File: src/rtl/sfr_pkg.sv
// ----------------------------------------------------------------------------
// sfr_pkg
// Types, codes and the FCS-16 digit step shared by the frame receiver.
// ----------------------------------------------------------------------------
`timescale 1ns / 1ps

package sfr_pkg;

    localparam int unsigned LEN_W  = 7;
    localparam int unsigned CRC_W  = 16;

    localparam logic [7:0]  FLAG_BYTE = 8'h7E;
    localparam logic [7:0]  ESC_BYTE  = 8'h7D;
    localparam logic [7:0]  ESC_XOR   = 8'h20;
    localparam logic [15:0] FCS_POLY  = 16'h8408;

    // Receive phases
    localparam logic [2:0] PH_HUNT = 3'd0;
    localparam logic [2:0] PH_REV  = 3'd1;
    localparam logic [2:0] PH_LEN  = 3'd2;
    localparam logic [2:0] PH_DATA = 3'd3;
    localparam logic [2:0] PH_ESC  = 3'd4;
    localparam logic [2:0] PH_FCSH = 3'd5;
    localparam logic [2:0] PH_FCSL = 3'd6;
    localparam logic [2:0] PH_END  = 3'd7;

    // Configuration register indexes
    localparam logic [1:0] CFG_REVISION = 2'd0;
    localparam logic [1:0] CFG_HDR_SIZE = 2'd1;
    localparam logic [1:0] CFG_MAX_LEN  = 2'd2;
    localparam logic [1:0] CFG_CRC_SEED = 2'd3;

    // Delivery request from the receive control to the packet buffer
    typedef struct packed {
        logic             start;
        logic [LEN_W-1:0] len;
    } t_dlv_req;

    // Advance the reflected FCS-16 over one 4-bit digit, low bit first.
    function automatic logic [CRC_W-1:0] fcs_nibble(input logic [CRC_W-1:0] crc,
                                                    input logic [3:0] nib);
        logic [CRC_W-1:0] c;
        c = crc ^ {12'd0, nib};
        for (int i = 0; i < 4; i++) begin
            if (c[0]) begin
                c = (c >> 1) ^ FCS_POLY;
            end else begin
                c = c >> 1;
            end
        end
        return c;
    endfunction

endpackage

File: src/rtl/serial_frame_receiver.sv
// ----------------------------------------------------------------------------
// serial_frame_receiver
// Serial-binding deframer: flag hunt, unescape, FCS-16 check, packet delivery.
// ----------------------------------------------------------------------------
// One received line byte enters per request on the slave stream. The block
// hunts for the 0x7E start flag, checks the revision and length bytes,
// unescapes and stores the data bytes, reads the FCS high byte first and, on
// a closing flag with a matching FCS, streams the packet out one byte per
// request with tlast on the final byte. A byte that feeds the FCS (revision,
// length, data) holds the input off while its high digit is folded in, since
// the FCS unit folds in one 4-bit digit per cycle; all other bytes need no such
// hold. While a packet is read out of the store the input is held off; readout
// moves one byte per cycle while the sink does not stall, through a registered
// memory read and an output register. The store needs no clearing pass after
// reset. Configuration writes take effect at once.
// ----------------------------------------------------------------------------
`timescale 1ns / 1ps

module serial_frame_receiver
    import sfr_pkg::*;
#(
    parameter int unsigned MAX_PACKET = 64
)(
    input  logic        i_clk,
    input  logic        i_rst_n,
    // configuration write port
    input  logic        i_cfg_we,
    input  logic [1:0]  i_cfg_idx,
    input  logic [15:0] i_cfg_data,
    // line byte stream
    input  logic        i_s_axis_tvalid,
    output logic        o_s_axis_tready,
    input  logic [7:0]  i_s_axis_tdata,   // [7:0] rx_byte
    // packet stream
    output logic        o_m_axis_tvalid,
    input  logic        i_m_axis_tready,
    output logic [15:0] o_m_axis_tdata,   // [7:0] packet_byte, [14:8] packet_length
    output logic        o_m_axis_tlast    // last_byte
);

    localparam int unsigned ADDR_W = $clog2(MAX_PACKET);
    localparam int unsigned CNT_W  = (ADDR_W > LEN_W) ? ADDR_W : LEN_W;
    localparam logic [7:0]  MAX_PKT_B = 8'(MAX_PACKET);

    // configuration registers
    logic [7:0]       r_rev_code;
    logic [5:0]       r_hdr_size;
    logic [LEN_W-1:0] r_max_len;
    logic [CRC_W-1:0] r_crc_seed;

    // receive control state
    logic [2:0]       r_phase, n_phase;
    logic [CRC_W-1:0] r_fcs, n_fcs;
    logic [LEN_W-1:0] r_exp_len, n_exp_len;
    logic [CNT_W-1:0] r_count, n_count;

    logic             acc;
    logic [7:0]       rx;
    logic [7:0]       unesc;
    logic [7:0]       limit;
    logic [CNT_W-1:0] count_inc;
    logic             store;
    logic [7:0]       store_data;
    logic             seed_ld;
    logic             crc_vld;
    logic [7:0]       crc_byte;
    logic [CRC_W-1:0] crc;
    logic             crc_busy;
    logic             dlv_active;
    t_dlv_req         dlv;
    logic [7:0]       out_byte;
    logic [LEN_W-1:0] out_len;

    // ------------------------------------------------------------------------
    // Configuration registers
    // ------------------------------------------------------------------------
    always_ff @(posedge i_clk) begin
        if (!i_rst_n) begin
            r_rev_code <= 8'd1;
            r_hdr_size <= 6'd4;
            r_max_len  <= LEN_W'(64);
            r_crc_seed <= 16'hFFFF;
        end else if (i_cfg_we) begin
            unique case (i_cfg_idx)
                CFG_REVISION: r_rev_code <= i_cfg_data[7:0];
                CFG_HDR_SIZE: r_hdr_size <= i_cfg_data[5:0];
                CFG_MAX_LEN:  r_max_len  <= i_cfg_data[LEN_W-1:0];
                CFG_CRC_SEED: r_crc_seed <= i_cfg_data;
                default: ;
            endcase
        end
    end

    // ------------------------------------------------------------------------
    // Receive control
    // ------------------------------------------------------------------------
    // Hold the line side off while the FCS digit unit finishes a byte or a
    // packet is still being read out of the store.
    assign o_s_axis_tready = !crc_busy && !dlv_active;
    assign acc   = i_s_axis_tvalid && o_s_axis_tready;
    assign rx    = i_s_axis_tdata;
    assign unesc = rx ^ ESC_XOR;

    // max_length beyond the store size acts as the store size
    assign limit = ({1'b0, r_max_len} > MAX_PKT_B) ? MAX_PKT_B : {1'b0, r_max_len};
    assign count_inc = r_count + 1'b1;

    always_comb begin
        n_phase    = r_phase;
        n_fcs      = r_fcs;
        n_exp_len  = r_exp_len;
        n_count    = r_count;
        store      = 1'b0;
        store_data = rx;
        seed_ld    = 1'b0;
        crc_vld    = 1'b0;
        crc_byte   = rx;
        dlv.start  = 1'b0;
        dlv.len    = r_exp_len;
        if (acc) begin
            unique case (r_phase)
                PH_HUNT: begin
                    if (rx == FLAG_BYTE) begin
                        seed_ld = 1'b1;
                        n_phase = PH_REV;
                    end
                end
                PH_REV: begin
                    // revision match wins over a repeated flag
                    if (rx == r_rev_code) begin
                        crc_vld = 1'b1;
                        n_phase = PH_LEN;
                    end else if (rx != FLAG_BYTE) begin
                        n_phase = PH_HUNT;
                    end
                end
                PH_LEN: begin
                    if (rx > {2'b00, r_hdr_size} && rx <= limit) begin
                        crc_vld   = 1'b1;
                        n_exp_len = rx[LEN_W-1:0];
                        n_count   = '0;
                        n_phase   = PH_DATA;
                    end else begin
                        n_phase = PH_HUNT;
                    end
                end
                PH_DATA: begin
                    if (rx == ESC_BYTE) begin
                        n_phase = PH_ESC;
                    end else begin
                        store = 1'b1;
                    end
                end
                PH_ESC: begin
                    if (unesc == ESC_BYTE || unesc == FLAG_BYTE) begin
                        store      = 1'b1;
                        store_data = unesc;
                    end else begin
                        n_phase = PH_HUNT;
                    end
                end
                PH_FCSH: begin
                    n_fcs   = {rx, r_fcs[7:0]};
                    n_phase = PH_FCSL;
                end
                PH_FCSL: begin
                    n_fcs   = {r_fcs[15:8], rx};
                    n_phase = PH_END;
                end
                PH_END: begin
                    // the closing flag never doubles as the next start flag
                    if (rx == FLAG_BYTE && crc == r_fcs) begin
                        dlv.start = 1'b1;
                    end
                    n_phase = PH_HUNT;
                end
                default: n_phase = PH_HUNT;
            endcase
            if (store) begin
                crc_vld  = 1'b1;
                crc_byte = store_data;
                n_count  = count_inc;
                n_phase  = (count_inc >= CNT_W'(r_exp_len)) ? PH_FCSH : PH_DATA;
            end
        end
    end

    always_ff @(posedge i_clk) begin
        if (!i_rst_n) begin
            r_phase   <= PH_HUNT;
            r_fcs     <= '0;
            r_exp_len <= '0;
            r_count   <= '0;
        end else begin
            r_phase   <= n_phase;
            r_fcs     <= n_fcs;
            r_exp_len <= n_exp_len;
            r_count   <= n_count;
        end
    end

    // ------------------------------------------------------------------------
    // FCS digit unit and packet store
    // ------------------------------------------------------------------------
    sfr_crc_digit u_crc (
        .i_clk      (i_clk),
        .i_rst_n    (i_rst_n),
        .i_seed_ld  (seed_ld),
        .i_seed     (r_crc_seed),
        .i_byte_vld (crc_vld),
        .i_byte     (crc_byte),
        .o_crc      (crc),
        .o_busy     (crc_busy)
    );

    sfr_pkt_buffer #(
        .MAX_PACKET (MAX_PACKET)
    ) u_buf (
        .i_clk     (i_clk),
        .i_rst_n   (i_rst_n),
        .i_wr_en   (store),
        .i_wr_addr (r_count[ADDR_W-1:0]),
        .i_wr_data (store_data),
        .i_dlv     (dlv),
        .o_active  (dlv_active),
        .o_tvalid  (o_m_axis_tvalid),
        .i_tready  (i_m_axis_tready),
        .o_byte    (out_byte),
        .o_len     (out_len),
        .o_last    (o_m_axis_tlast)
    );

    assign o_m_axis_tdata = {1'b0, out_len, out_byte};

endmodule

File: src/rtl/sfr_crc_digit.sv
// ----------------------------------------------------------------------------
// sfr_crc_digit
// FCS-16 unit that folds in one byte as two 4-bit digits, low digit first.
// ----------------------------------------------------------------------------
`timescale 1ns / 1ps

module sfr_crc_digit
    import sfr_pkg::*;
(
    input  logic             i_clk,
    input  logic             i_rst_n,
    input  logic             i_seed_ld,
    input  logic [CRC_W-1:0] i_seed,
    input  logic             i_byte_vld,
    input  logic [7:0]       i_byte,
    output logic [CRC_W-1:0] o_crc,
    output logic             o_busy
);

    logic [CRC_W-1:0] r_crc, n_crc;
    logic [3:0]       r_hi, n_hi;
    logic             r_busy, n_busy;

    always_comb begin
        n_crc  = r_crc;
        n_hi   = r_hi;
        n_busy = 1'b0;
        if (r_busy) begin
            n_crc = fcs_nibble(r_crc, r_hi);
        end else if (i_seed_ld) begin
            n_crc = i_seed;
        end else if (i_byte_vld) begin
            // low digit now, park the high digit for the next cycle
            n_crc  = fcs_nibble(r_crc, i_byte[3:0]);
            n_hi   = i_byte[7:4];
            n_busy = 1'b1;
        end
    end

    always_ff @(posedge i_clk) begin
        if (!i_rst_n) begin
            r_crc  <= '0;
            r_busy <= 1'b0;
        end else begin
            r_crc  <= n_crc;
            r_busy <= n_busy;
        end
        r_hi <= n_hi;
    end

    assign o_crc  = r_crc;
    assign o_busy = r_busy;

endmodule

File: src/rtl/sfr_pkt_buffer.sv
// ----------------------------------------------------------------------------
// sfr_pkt_buffer
// Packet store and the read-out stage that streams a verified packet.
// ----------------------------------------------------------------------------
`timescale 1ns / 1ps

module sfr_pkt_buffer
    import sfr_pkg::*;
#(
    parameter int unsigned MAX_PACKET = 64
)(
    input  logic                           i_clk,
    input  logic                           i_rst_n,
    input  logic                           i_wr_en,
    input  logic [$clog2(MAX_PACKET)-1:0]  i_wr_addr,
    input  logic [7:0]                     i_wr_data,
    input  t_dlv_req                       i_dlv,
    output logic                           o_active,
    output logic                           o_tvalid,
    input  logic                           i_tready,
    output logic [7:0]                     o_byte,
    output logic [LEN_W-1:0]               o_len,
    output logic                           o_last
);

    localparam int unsigned ADDR_W = $clog2(MAX_PACKET);

    logic [7:0]       r_mem [MAX_PACKET];
    logic [7:0]       r_rd_data;
    logic [ADDR_W-1:0] r_idx;
    logic [LEN_W-1:0] r_left;
    logic [LEN_W-1:0] r_len;
    logic             r_pend;
    logic             r_pend_last;
    logic [LEN_W-1:0] r_pend_len;
    logic             r_out_vld;
    logic [7:0]       r_out_byte;
    logic [LEN_W-1:0] r_out_len;
    logic             r_out_last;

    logic load, issue;

    // move read data to the output register when it is free or being taken
    assign load  = r_pend && (!r_out_vld || i_tready);
    assign issue = (r_left != '0) && (!r_pend || load);

    always_ff @(posedge i_clk) begin
        if (i_wr_en) begin
            r_mem[i_wr_addr] <= i_wr_data;
        end
        if (issue) begin
            r_rd_data <= r_mem[r_idx];
        end
    end

    always_ff @(posedge i_clk) begin
        if (!i_rst_n) begin
            r_left    <= '0;
            r_pend    <= 1'b0;
            r_out_vld <= 1'b0;
        end else begin
            if (i_dlv.start) begin
                r_left <= i_dlv.len;
            end else if (issue) begin
                r_left <= r_left - 1'b1;
            end
            if (issue) begin
                r_pend <= 1'b1;
            end else if (load) begin
                r_pend <= 1'b0;
            end
            if (load) begin
                r_out_vld <= 1'b1;
            end else if (i_tready) begin
                r_out_vld <= 1'b0;
            end
        end
    end

    always_ff @(posedge i_clk) begin
        if (i_dlv.start) begin
            r_idx <= '0;
            r_len <= i_dlv.len;
        end else if (issue) begin
            r_idx <= r_idx + 1'b1;
        end
        if (issue) begin
            r_pend_last <= (r_left == LEN_W'(1));
            r_pend_len  <= r_len;
        end
        if (load) begin
            r_out_byte <= r_rd_data;
            r_out_len  <= r_pend_len;
            r_out_last <= r_pend_last;
        end
    end

    assign o_active = (r_left != '0) || r_pend;
    assign o_tvalid = r_out_vld;
    assign o_byte   = r_out_byte;
    assign o_len    = r_out_len;
    assign o_last   = r_out_last;

endmodule

File: config.mk
export PLATFORM = sky130hd
export DESIGN_NAME = serial_frame_receiver
export DESIGN_NICKNAME = d
export VERILOG_FILES = /design/src/rtl/sfr_pkg.sv /design/src/rtl/serial_frame_receiver.sv /design/src/rtl/sfr_crc_digit.sv /design/src/rtl/sfr_pkt_buffer.sv
export SDC_FILE = /design/constraint.sdc
export NUM_CORES = 1
export LEC_CHECK = 0
export ABC_CLOCK_PERIOD_IN_PS = 2700
export BUFFER_PORTS_ARGS = -buffer_cell sky130_fd_sc_hd__buf_2
export CELL_PAD_IN_SITES_DETAIL_PLACEMENT = 0
export CELL_PAD_IN_SITES_GLOBAL_PLACEMENT = 1
export CORE_ASPECT_RATIO = 0.7
export CORE_UTILIZATION = 49
export DETAILED_ROUTE_END_ITERATION = 10
export PLACE_DENSITY = 0.8
export SETUP_SLACK_MARGIN = 0.15
export SYNTH_ARGS = -nofsm -noshare
export SYNTH_HDL_FRONTEND = slang
export SYNTH_SLANG_ARGS = --single-unit
File: constraint.sdc
create_clock -name i_clk -period 2.7 [get_ports i_clk]
set_input_delay 0.135 -clock i_clk [delete_from_list [all_inputs] [get_ports i_clk]]
set_output_delay 0.135 -clock i_clk [all_outputs]
set_load 0.02 [all_outputs]
==> flow_summary.toml <==
[run_status]
status = "complete, no violations"

[worst_setup_path]
endpoint = "u_buf.r_rd_data[7]$_DFFE_PP_"
rrSetupSlack_ns = 0.03
crit_arrival_ns = 3.04
critPathLaunch = "u_buf.r_idx[0]$_SDFFE_PP0P_"
reg2reg_to = "u_buf.r_rd_data[7]$_DFFE_PP_"
path_class = "reg2reg"
reg2reg_from = "u_buf.r_idx[0]$_SDFFE_PP0P_"
worstSetupStartpointType = "register"
crit_fanout = 11
critPathCaptureType = "register"
cp_data_required_time_ns = 3.07
r2r_cells = 5

[detailed_routing]
top_layer_used = "met4"
routed-wl-met2_um = 28400
route.vias.total = 15044
wire_per_inst_um = 25.93
drc = 0
wl_met1_um = 29050
met3_length_um = 7027
dr.pass1.iters = 5
routed_wl_um = 65850
drtIter0Drc = 1665
postRouteAntennaNets = 0
via_per_inst = 5.925

[timing]
post-route-period-util = 0.9871
hold_viol = 0
whs_ns = 0.05877
rsz0062_at_grt = "true"
min_period_ns = 2.665
finalSetupViolCount = 0
slew_violations = 0
relSlewSlack = 0.4363
fmax_mhz = 375.2
worstMarginPinSlew_ns = 0.8456
fin_skew_ns = 0.02018

[cts]
cts_tree = "built"
clock-sinks = 657
path_clk_slew_ns = 0.07
htreeDepth = 2
cts_root_buf = "clkbuf_16"
clk_path_buf_depth = 3
clkLatencyLatePin_ns = 0.63
cts_buffers = 60

[power_and_ir_drop]
p_comb_frac = 0.276
vdd_drop_max_mv = 0.6824
power_mw = 28.66
leakagePower_nw = 11.23
p_clk_frac = 0.319
switching_share = 0.2736
power_density_nw_per_um2 = 873.7
power_frac_seq = 0.405
power.switching_mw = 7.841
internal-power_mw = 20.82

[floorplan]
initial_core_util = 0.5020
rows = 70
die-width_um = 280.0
coreArea_um2 = 52810
die_h_um = 196.6
ioPinCount = 50
dieArea_um2 = 55060

[logic_synthesis]
ys_async_sr_fraction = 0
synth_edf_count = 555
synth_cell_type_count = 59
ys_ff_latch = 657
synth.net_count = 1559
yosys_warnings = 0
synth_top_flop_cell = "edfxtp_1"
ys_seq_area_frac = 0.7056
syn_avg_cell_area_um2 = 17.63
synthCells = 1504
syn_area_um2 = 26510

[place]
gp_congestion = 0.8349
hpwlAfterDp_um = 41540
portBuffers = 48
placed_area_um2 = 29210

[worst_hold_path]
hold_class = "in2reg"

[cells_and_area]
final_cell_mix = "555 x edfxtp_1, 167 x mux4_2, 115 x nand2_1, 109 x buf_4, 93 x dfxtp_1"
design_area_um2 = 32800
final-seq-area_um2 = 18720
area_growth_pct = 23.71
final_common_cell = "edfxtp_1"
final_nets = 1823
fillerInstances = 3662
multi_input_area_um2 = 8020
drive_above_1_share = 0.3509

[grt]
grt_max_degree = 97
grt_pass1_vias = 14683
antenna_found_initial = 4
gr-total-overflow = 0
grt_pass1_wl_um = 95090
grtUsageTotal = 0.2385

[job]
cap_viol_max_count = 0
==> cells by family (layout without fill, tap and decap cells) <==
logic type               after synthesis  count (layout)  synth area share
multiplexers                         192             192            0.1513
AND/OR/NAND/NOR                      361             361           0.06611
flip-flops                           657             657            0.7056
AO/OA/AOI/OAI                        115             115           0.03318
XOR/XNOR                              49              49           0.01619
adder cells (fa/ha/maj)               24              24           0.01133
other                                  1               2         0.0001414
buffers and inverters                105             419           0.01619
==> state kept, by name (all words and copies together) (netlist names), 6 cells and up <==
name,cells
r_exp_len,7
u_buf.r_mem,512
u_buf.o_byte,8
u_crc.o_crc,16
u_buf.r_pend_len,7
r_fcs,16
u_buf.r_rd_data,8
r_count,7
u_buf.r_idx,6
r_rev_code,8
u_buf.o_len,7
r_max_len,7
r_hdr_size,6
r_crc_seed,16
u_buf.r_left,7
u_buf.r_len,7
==> synthesized netlist by cell type, types with 3 or more instances <==
cell type | number | area (um^2)
dfxtp_1 | 102 | 2042
buf_2 | 17 | 85.08
and2_1 | 4 | 25.02
o21a_1 | 4 | 30.03
mux2i_1 | 25 | 250.2
nor2_1 | 100 | 375.4
o211ai_1 | 5 | 37.54
a21boi_1 | 6 | 45.04
clkbuf_1 | 56 | 210.2
or4_1 | 3 | 22.52
inv_1 | 18 | 67.56
o211a_1 | 18 | 180.2
a21boi_0 | 20 | 150.1
and3_1 | 3 | 18.77
nand3_1 | 34 | 170.2
mux4_2 | 167 | 3761
nand4_1 | 8 | 50.05
a22oi_1 | 3 | 22.52
nand3b_1 | 8 | 60.06
or3_1 | 6 | 37.54
nor3_1 | 5 | 25.02
o21ai_0 | 11 | 55.05
edfxtp_1 | 555 | 16670
or2_2 | 4 | 25.02
xor2_1 | 38 | 332.8
xnor2_1 | 11 | 96.34
nor2b_1 | 48 | 300.3
a221oi_1 | 8 | 70.07
buf_1 | 10 | 37.54
a31oi_1 | 11 | 68.82
a21oi_1 | 14 | 70.07
ha_1 | 24 | 300.3
nor4_1 | 6 | 37.54
nand4b_1 | 3 | 26.28
o31ai_2 | 4 | 50.05
nand2_1 | 118 | 442.9
==> how the worst min path moves through the flow <==
stage                      startpoint                          end  slack [ns]  depth (start not counted)
global route        i_s_axis_tdata[1]    r_exp_len[1]$_SDFFE_PN0P_        0.06                          4
global placement        i_cfg_data[8]   r_crc_seed[8]$_SDFFE_PN1P_        0.34                          3
floorplan           i_s_axis_tdata[0]  u_buf.r_mem[0][0]$_DFFE_PP_        0.23                          0
CTS                 i_s_axis_tdata[1]    r_exp_len[1]$_SDFFE_PN0P_        0.02                          4
detailed placement      i_cfg_data[8]   r_crc_seed[8]$_SDFFE_PN1P_        0.35                          3
finish              i_s_axis_tdata[1]    r_exp_len[1]$_SDFFE_PN0P_        0.06                          4
==> metrics by stage <==
stage            util   TNS [ns]  cells  worst slack [ns]
2_1_floorplan       -     -66.33   1504           -0.2485
3_3_place_gp   0.5530     -63.14   2367           -0.4389
3_5_place_dp   0.5530     -52.72   2367           -0.4244
4_1_cts        0.6098          0   2522           0.03495
5_1_grt        0.6211  -0.005074   2539         -0.002840
6_report       0.6211          0   2539           0.03478
==> layer usage <==
layer / global-route usage / up-vias
met5: 0.003537 / -
met4: 0.06132 / 0
met3: 0.06733 / 89
met2: 0.3364 / 714
met1: 0.3641 / 7787
li1: - / 6454
==> timing repair <==
item | 4_1_cts | 5_1_grt
hold buffers | 27 | 0
endpoints found under the setup margin | 376 | 521
buffers inserted | 15 | 9
pin swaps | 30 | 41
resized for setup | 111 | 89
cloned | 1 | 7
endpoints found under the hold margin | 44 | 0
==> critical path, cell delays in order (launching register included) <==
cell,delay (ns)
dfxtp_4,0.41
buf_12,0.18
buf_12,0.16
mux4_2,0.52
mux4_2,0.61
mux4_2,0.50
==> layout make-up <==
| type | count | area share |
|---|---|---|
| flip-flops and latches | 657 | 0.5708 |
| multi-input cells | 742 | 0.2445 |
| repair buffers | 289 | 0.09048 |
| clock buffers | 76 | 0.04947 |
| well taps | 720 | 0.02746 |
| clock inverters | 36 | 0.01511 |
| inverters | 18 | 0.002060 |
| diodes | 1 | 0.00007629 |
==> power by group through the flow <==
stage	Sequential [mW]	Combinational, mW	Clock (mW)
floorplan	11.8	4.66	0
global placement	11.8	7.42	0
detailed placement	11.8	7.47	0
CTS	11.6	7.77	9.25
global route	11.6	8.32	9.63
finish	11.6	7.92	9.13
(Power assumes the default switching activity.)
